--- src/sv/pal_pkg.sv ---
// Shared types and constants of the positional array list.
package pal_pkg;

   localparam int DEPTH_DEFAULT = 64;

   localparam int MODE_W  = 2;
   localparam int POS_W   = 7;
   localparam int DATA_W  = 32;
   localparam int CAP_W   = 7;
   localparam int COUNT_W = 7;

   localparam logic [CAP_W-1:0] CAP_RESET = 7'd64;

   typedef enum logic [MODE_W-1:0] {
      MODE_FIND   = 2'd0,
      MODE_INSERT = 2'd1,
      MODE_DELETE = 2'd2
   } mode_type;

   // Strobes from the sequencer to the word store.
   typedef struct packed {
      logic rd_en;
      logic wr_en;
   } store_ctrl_type;

endpackage

--- src/sv/pal_store.sv ---
// Word store of the list: one write port and one registered read port.
module pal_store #(
   parameter int DEPTH = pal_pkg::DEPTH_DEFAULT,
   parameter int AW    = 6
) (
   input  logic                           clock,
   input  pal_pkg::store_ctrl_type        ctrl,
   input  logic [AW-1:0]                  rd_addr,
   input  logic [AW-1:0]                  wr_addr,
   input  logic signed [pal_pkg::DATA_W-1:0] wr_data,
   output logic signed [pal_pkg::DATA_W-1:0] rd_data
);
   import pal_pkg::*;

   logic signed [DATA_W-1:0] mem [DEPTH];
   logic signed [DATA_W-1:0] rd_data_ff;

   always_ff @(posedge clock) begin
      if (ctrl.wr_en) begin
         mem[wr_addr] <= wr_data;
      end
      if (ctrl.rd_en) begin
         rd_data_ff <= mem[rd_addr];
      end
   end

   assign rd_data = rd_data_ff;

endmodule

--- src/sv/positional_array_list.sv ---
// Top level of the positional array list: sequencer, live count and result register.
//
// The block keeps an ordered list of signed 32-bit words in a store of DEPTH
// entries and takes one operation per request word: find reads the entry at a
// position, insert puts a value right after a position (minus one means the
// front) and delete removes the entry at a position. Every request returns
// exactly one response word with a success flag, the value found by a
// successful find (zero otherwise) and the live count after the operation.
// Refused operations (position out of range, insert on a full list, or the
// unused mode code) leave the list unchanged. The list moves its entries
// through a single store with one read port and one write port, so every
// entry that has to shift is first read (ST_MOVE_RD) and then written to
// its new place (ST_MOVE_WR). A new request is accepted while the previous
// response still waits for rsp_ready. The capacity register may be written
// at any time through the csr port, which is always ready; capacities above
// DEPTH act as DEPTH. The store needs no clearing after reset, since only
// entries that were written are ever read.
module positional_array_list #(
   parameter int DEPTH = pal_pkg::DEPTH_DEFAULT
) (
   input  logic                              clock,
   input  logic                              reset,
   input  logic                              req_valid,
   output logic                              req_ready,
   input  logic [pal_pkg::MODE_W-1:0]        req_mode,
   input  logic signed [pal_pkg::POS_W-1:0]  req_position,
   input  logic signed [pal_pkg::DATA_W-1:0] req_item_value,
   output logic                              rsp_valid,
   input  logic                              rsp_ready,
   output logic                              rsp_success,
   output logic signed [pal_pkg::DATA_W-1:0] rsp_read_value,
   output logic [pal_pkg::COUNT_W-1:0]       rsp_entry_count,
   input  logic                              csr_valid,
   output logic                              csr_ready,
   input  logic [pal_pkg::CAP_W-1:0]         csr_capacity
);
   import pal_pkg::*;

   // Address width of the store, width of the live count (which can reach
   // DEPTH itself) and a common width for comparing counts and positions.
   localparam int AW = (DEPTH > 1) ? $clog2(DEPTH) : 1;
   localparam int CW = $clog2(DEPTH + 1);
   localparam int XW = ((CW > POS_W) ? CW : POS_W) + 1;

   typedef enum logic [2:0] {
      ST_IDLE,
      ST_READ,
      ST_MOVE_RD,
      ST_MOVE_WR,
      ST_PLACE,
      ST_REPLY
   } state_type;

   state_type                state_ff, state_in;
   logic [CW-1:0]            count_ff, count_in;
   logic [CAP_W-1:0]         cap_ff;
   logic [CW-1:0]            cursor_ff, cursor_in;
   logic [CW-1:0]            stop_ff, stop_in;
   logic                     down_ff, down_in;
   logic                     find_ff, find_in;
   logic                     ok_ff, ok_in;
   logic signed [DATA_W-1:0] item_ff, item_in;
   logic                     rsp_valid_ff, rsp_valid_in;
   logic                     rsp_success_ff, rsp_success_in;
   logic signed [DATA_W-1:0] rsp_read_value_ff, rsp_read_value_in;
   logic [COUNT_W-1:0]       rsp_entry_count_ff, rsp_entry_count_in;

   logic                     req_take;
   logic                     pos_neg;
   logic                     pos_front;
   logic                     pos_live;
   logic                     list_full;
   logic [XW-1:0]            pos_x;
   logic [XW-1:0]            count_x;
   logic [XW-1:0]            cap_x;
   logic [XW-1:0]            pos_next_x;
   logic [CW-1:0]            neighbor;
   store_ctrl_type           store_ctrl;
   logic [AW-1:0]            rd_addr;
   logic [AW-1:0]            wr_addr;
   logic signed [DATA_W-1:0] wr_data;
   logic signed [DATA_W-1:0] rd_data;

   // Range checks on the incoming position; positions and counts are compared in one common width.
   assign pos_neg    = req_position[POS_W-1];
   assign pos_x      = XW'(req_position[POS_W-2:0]);
   assign pos_next_x = pos_x + XW'(1);
   assign count_x    = XW'(count_ff);
   assign cap_x      = XW'(cap_ff);
   assign pos_front  = (req_position == {POS_W{1'b1}});
   assign pos_live   = !pos_neg && (pos_x < count_x);
   assign list_full  = (count_x >= cap_x) || (count_ff == CW'(DEPTH));

   assign req_ready = (state_ff == ST_IDLE);
   assign req_take  = req_valid && req_ready;

   // The cursor marks the entry being written or found. Its neighbor is
   // the entry that moves into it: the one below for an insert, which walks
   // down from the end, and the one above for a delete, which walks up.
   assign neighbor = down_ff ? (cursor_ff - CW'(1)) : (cursor_ff + CW'(1));

   assign store_ctrl.rd_en = (state_ff == ST_READ) || (state_ff == ST_MOVE_RD);
   assign store_ctrl.wr_en = (state_ff == ST_MOVE_WR) || (state_ff == ST_PLACE);
   assign rd_addr = (state_ff == ST_READ) ? cursor_ff[AW-1:0] : neighbor[AW-1:0];
   assign wr_addr = cursor_ff[AW-1:0];
   assign wr_data = (state_ff == ST_PLACE) ? item_ff : rd_data;

   pal_store #(
      .DEPTH (DEPTH),
      .AW    (AW)
   ) u_pal_store (
      .clock   (clock),
      .ctrl    (store_ctrl),
      .rd_addr (rd_addr),
      .wr_addr (wr_addr),
      .wr_data (wr_data),
      .rd_data (rd_data)
   );

   always_comb begin
      state_in           = state_ff;
      count_in           = count_ff;
      cursor_in          = cursor_ff;
      stop_in            = stop_ff;
      down_in            = down_ff;
      find_in            = find_ff;
      ok_in              = ok_ff;
      item_in            = item_ff;
      rsp_valid_in       = rsp_valid_ff && !rsp_ready;
      rsp_success_in     = rsp_success_ff;
      rsp_read_value_in  = rsp_read_value_ff;
      rsp_entry_count_in = rsp_entry_count_ff;

      case (state_ff)
         ST_IDLE: begin
            if (req_take) begin
               find_in  = 1'b0;
               ok_in    = 1'b0;
               down_in  = 1'b0;
               item_in  = req_item_value;
               state_in = ST_REPLY;
               case (req_mode)
                  MODE_FIND: begin
                     find_in = 1'b1;
                     if (pos_live) begin
                        ok_in     = 1'b1;
                        cursor_in = CW'(pos_x);
                        state_in  = ST_READ;
                     end
                  end
                  MODE_INSERT: begin
                     if ((pos_live || pos_front) && !list_full) begin
                        ok_in     = 1'b1;
                        down_in   = 1'b1;
                        count_in  = count_ff + CW'(1);
                        cursor_in = count_ff;
                        stop_in   = pos_front ? '0 : CW'(pos_next_x);
                        if (count_ff == stop_in) begin
                           state_in = ST_PLACE;
                        end else begin
                           state_in = ST_MOVE_RD;
                        end
                     end
                  end
                  MODE_DELETE: begin
                     if (pos_live) begin
                        ok_in     = 1'b1;
                        count_in  = count_ff - CW'(1);
                        cursor_in = CW'(pos_x);
                        stop_in   = count_ff - CW'(1);
                        if (cursor_in == stop_in) begin
                           state_in = ST_REPLY;
                        end else begin
                           state_in = ST_MOVE_RD;
                        end
                     end
                  end
                  default: begin
                     state_in = ST_REPLY;
                  end
               endcase
            end
         end
         ST_READ: begin
            state_in = ST_REPLY;
         end
         ST_MOVE_RD: begin
            state_in = ST_MOVE_WR;
         end
         ST_MOVE_WR: begin
            cursor_in = neighbor;
            if (neighbor != stop_ff) begin
               state_in = ST_MOVE_RD;
            end else if (down_ff) begin
               state_in = ST_PLACE;
            end else begin
               state_in = ST_REPLY;
            end
         end
         ST_PLACE: begin
            state_in = ST_REPLY;
         end
         ST_REPLY: begin
            // Wait for the response register to free up, then load it.
            if (!rsp_valid_ff || rsp_ready) begin
               rsp_valid_in       = 1'b1;
               rsp_success_in     = ok_ff;
               rsp_read_value_in  = (find_ff && ok_ff) ? rd_data : '0;
               rsp_entry_count_in = count_x[COUNT_W-1:0];
               state_in           = ST_IDLE;
            end
         end
         default: begin
            state_in = ST_IDLE;
         end
      endcase
   end

   always_ff @(posedge clock) begin
      if (reset) begin
         state_ff     <= ST_IDLE;
         count_ff     <= '0;
         cap_ff       <= CAP_RESET;
         rsp_valid_ff <= 1'b0;
      end else begin
         state_ff     <= state_in;
         count_ff     <= count_in;
         rsp_valid_ff <= rsp_valid_in;
         if (csr_valid) begin
            cap_ff <= csr_capacity;
         end
      end
      cursor_ff          <= cursor_in;
      stop_ff            <= stop_in;
      down_ff            <= down_in;
      find_ff            <= find_in;
      ok_ff              <= ok_in;
      item_ff            <= item_in;
      rsp_success_ff     <= rsp_success_in;
      rsp_read_value_ff  <= rsp_read_value_in;
      rsp_entry_count_ff <= rsp_entry_count_in;
   end

   assign csr_ready       = 1'b1;
   assign rsp_valid       = rsp_valid_ff;
   assign rsp_success     = rsp_success_ff;
   assign rsp_read_value  = rsp_read_value_ff;
   assign rsp_entry_count = rsp_entry_count_ff;

endmodule

--- config.mk ---
export PLATFORM = sky130hd
export DESIGN_NAME = positional_array_list
export DESIGN_NICKNAME = d
export VERILOG_FILES = /design/src/sv/pal_pkg.sv /design/src/sv/pal_store.sv /design/src/sv/positional_array_list.sv
export SDC_FILE = /design/constraint.sdc
export NUM_CORES = 2
export LEC_CHECK = 0
export ABC_CLOCK_PERIOD_IN_PS = 6100
export BUFFER_PORTS_ARGS = -buffer_cell sky130_fd_sc_hd__buf_2
export CORE_UTILIZATION = 25
export CTS_CLUSTER_SIZE = 12
export DETAILED_ROUTE_END_ITERATION = 8
export GPL_TIMING_DRIVEN = 0
export PLACE_DENSITY_LB_ADDON = 0.3
export SLEW_MARGIN = 20
export SYNTH_ARGS = -nofsm -noshare
export SYNTH_HDL_FRONTEND = slang
export SYNTH_SLANG_ARGS = --single-unit
--- constraint.sdc ---
create_clock -name clock -period 6.1 [get_ports clock]
set_input_delay 1.22 -clock clock [delete_from_list [all_inputs] [get_ports clock]]
set_output_delay 1.22 -clock clock [all_outputs]
set_load 0.01 [all_outputs]
==> results.json <==
{
  "syn_area_um2": 92380,
  "max-vdd-ir-drop_mv": 0.2652,
  "fillers": 36679,
  "start_kind": "flip-flop",
  "dr_total_vias": 73171,
  "hold_path_startpoint": "req_item_value[20]",
  "relSlewSlack": 0.09183,
  "cts_hold_buf": 0,
  "grt_usage": 0.2104,
  "async_flop_share": 0,
  "crit_arrival_ns": 6.94,
  "regArea_um2": 65490,
  "cts.path.max_buffers": 4,
  "status": "finished, violations left",
  "die_width_um": 609.9,
  "worstHoldEndpoint": "item_ff[20]",
  "die_area_um2": 371900,
  "finalWirelength_um": 409800,
  "final_antenna_net_count": 0,
  "holdWs_ns": 0.4344,
  "grt_pass1_wl_um": 555100,
  "ys_seq_elements": 2187,
  "start_util": 0.2520,
  "setup_violations": 11,
  "die_y_um": 609.9,
  "root_buffer": "clkbuf_16",
  "hpwl_um": 293400,
  "portBuffers": 93,
  "multi_input_area_um2": 24970,
  "grt_max_degree": 65,
  "timing.fmax_mhz": 155.6,
  "antenna_found_initial": 49,
  "cts_buffers": 232,
  "cts_sinks": 2187,
  "leakage_nw": 32.09,
  "seq_area_frac_synth": 0.7090,
  "pwr-share-seq": 0.418,
  "cts_tree": "built",
  "report.final.slew_viol_count": 0,
  "clock_skew_ns": 0.1259,
  "ioPinCount": 96,
  "clk_pin_slew_ns": 0.06,
  "synthSimpleGateAreaFrac": 0.07449,
  "design_area_um2": 109300,
  "wire_per_inst_um": 33.82,
  "final_hold_viol_count": 0,
  "grt_setup_unrepaired": "true",
  "syn_avg_cell_area_um2": 13.86,
  "path_cells": "fa_1, clkbuf_1, nand2_1, clkbuf_1, clkbuf_2, buf_1, o22ai_1, nor3_1, nor4_1, o22ai_1, or4_1",
  "firstDrtPassIters": 8,
  "synth.area.mux_share": 0.005309,
  "path_max_fanout": 12,
  "yosys_warnings": 0,
  "synth.distinct_cells": 68,
  "synth_xor_area_frac": 0.003630,
  "pwr-share-comb": 0.279,
  "placed_cell_area_um2": 102200,
  "cts_setup_buffers": 0,
  "swShare": 0.3550,
  "synth_ff_type": "edfxtp_1",
  "criticalPathCategory": "reg -> reg",
  "max-cap-violations": 0,
  "required_ns": 6.61,
  "synth-edff-count": 2169,
  "finalCritPeriodShare": 1.053,
  "p_switching_mw": 15.67,
  "nets": 7191,
  "setup_tns_ns": -1.412,
  "violations": "setup timing",
  "synth_top_family_by_area": "compound AO/OA/AOI/OAI gates",
  "core.rowCount": 222,
  "core_um2": 366700,
  "vias_per_cell": 6.039,
  "reg2reg_to": "u_pal_store.rd_data[10]",
  "drive_gt1_frac": 0.1112,
  "r2r_cells": 11,
  "dpl_worst_slack_ns": -0.3176,
  "post_synth_fa_ha_maj_area_fraction": 0.003196,
  "p_per_area_nw_per_um2": 404.0,
  "worst_pin_slew_ns": 1.362,
  "rr_startpoint": "down_ff",
  "intPower_mw": 28.47,
  "critPathMaxStageDelay_ns": 0.91,
  "overflow": 0,
  "ctsHtreeMaxLevel": 4,
  "syn_inst": 6663,
  "hold_depth": 1,
  "synth_nets": 6739,
  "syn2layout_area_growth_pct": 18.29,
  "synth_compound_area_frac": 0.1748,
  "clockPowerShare": 0.302,
  "rrSetupSlack_ns": -0.32,
  "clock_latency_ns": 0.98,
  "grt_pass1_vias": 68769,
  "period_needed_ns": 6.425,
  "crit_path_end_kind": "flip-flop",
  "drtIter0Drc": 11868,
  "critPathSlowestCell": "or4_1",
  "hold_path.class": "in -> reg",
  "post-route-drc-count": 0,
  "gp_congestion": 1.044,
  "layout_setup_ws_ns": -0.3249
}
## critical path, delay by kind of cell (launching register included)
family | cells | cell delay (ns)
buf+inv | 4 | 1.91
fa+ha+maj | 1 | 0.55
compound gates | 2 | 0.85
flops | 1 | 0.55
simple gates | 4 | 2.16
## cells in the final DEF, fill, tap and decap left out, types with 34 or more instances in the layout
cell type  synthesis  routed
and3_1            34      34
buf_1             75      70
buf_12             0      63
buf_16             0      46
buf_2             89     195
clkbuf_1         459     473
clkbuf_16          0     235
clkbuf_2           0      43
clkinv_1           1      43
diode_2            0      34
edfxtp_1        2169    2169
nor2_1           108      45
nor2_4             0      63
nor3_1           847     823
nor4_1           130     121
o221ai_1         130     130
o22ai_1         1891    1890
o32a_1           128     128
o32ai_1          128     128
or3_1             70      70
## power by group through the flow
stage / clock network, mW / registers [mW] / logic, mW
after global placement: 0 / 18.9 / 11.1
after CTS: 13.4 / 18.4 / 11.8
final: 13.3 / 18.5 / 12.3
after detailed placement: 0 / 18.8 / 11.7
after global routing: 13.9 / 18.4 / 12.4
after floorplan: 0 / 18.6 / 5.34
## worst max path at each step
stage                            from                      end  slack, ns
after floorplan           state_ff[0]   u_pal_store.mem[48][0]       0.94
after global placement    state_ff[0]   u_pal_store.mem[32][7]      -2.63
after detailed placement      down_ff  u_pal_store.rd_data[14]      -0.32
after CTS                     down_ff  u_pal_store.rd_data[22]      0.007
after global routing          down_ff  u_pal_store.rd_data[10]     -0.008
final                         down_ff  u_pal_store.rd_data[10]      -0.32
## metal layers
layer / routed length (um) / track usage / vias up
met2: 179300 / 0.3173 / 5153
met3: 44810 / 0.05188 / 900
met5: 250 / 0 / -
li1: - / - / 29497
met1: 156100 / 0.2690 / 37595
met4: 29320 / 0.1352 / 26
## final cells by class
class                   count  area share
diodes                     34   0.0007786
repair buffers            218     0.02837
well taps                4816     0.05515
inverters                  23   0.0008130
clock inverters            92    0.006332
clock buffers             294     0.05594
multi-input cells        3807      0.2285
plain buffers             646     0.02476
flip-flops and latches   2187      0.5994
## cell usage after synthesis, types with 4 or more instances
cell | n | area (um2)
nand3b_1 | 7 | 52.55
buf_2 | 89 | 445.4
o22ai_1 | 1891 | 11830
nor2_1 | 108 | 405.4
mux2_2 | 32 | 360.4
ha_1 | 22 | 275.3
edfxtp_1 | 2169 | 65130
nor3_1 | 847 | 4239
nand2b_1 | 10 | 62.56
o221ai_1 | 130 | 1139
clkbuf_1 | 459 | 1723
nor4_1 | 130 | 813.3
xor2_1 | 12 | 105.1
inv_1 | 22 | 82.58
dfxtp_1 | 18 | 360.4
or3_1 | 70 | 437.9
xnor2_1 | 21 | 183.9
o21ai_0 | 15 | 75.07
o32ai_1 | 128 | 1121
a22o_1 | 32 | 280.3
a211oi_1 | 5 | 37.54
buf_6 | 5 | 56.30
or4_1 | 33 | 247.7
a21oi_1 | 23 | 115.1
nand2_1 | 31 | 116.4
nand3_1 | 27 | 135.1
o32a_1 | 128 | 1281
mux2i_1 | 13 | 130.1
buf_4 | 18 | 135.1
a31oi_1 | 4 | 25.02
and3_1 | 34 | 212.7
buf_1 | 75 | 281.5
## state kept, by name (all words and copies together), names as in the netlist
signal               count
down_ff                  1
stop_ff                  7
find_ff                  1
rsp_valid                1
cursor_ff                7
ok_ff                    1
rsp_read_value          32
u_pal_store.rd_data     32
state_ff                 3
cap_ff                   7
rsp_success              1
item_ff                 32
rsp_entry_count          7
count_ff                 7
u_pal_store.mem       2048
## timing repair
item | CTS | global route
gates resized for setup | 22 | 17
hold endpoints to repair | 0 | 0
endpoints found under the setup margin | 15 | 15
cloned | 0 | 0
## cells by family after synthesis
family          count (synthesis)
buf+inv                       669
compound gates               2387
fa+ha+maj                      23
flops                        2187
mux                            45
xor+xnor                       35
other cells                     1
simple gates                 1316
## per-stage QoR
stage,std cells,power (mW),utilization
after floorplan,6663,23.98,-
after global placement,11572,30.00,0.2697
after detailed placement,11697,30.49,0.2788
after CTS,12083,43.66,0.2976
after global routing,12092,44.78,0.2979
final,12117,44.14,0.2980
Note: power is estimated with default switching activity, not from simulation.
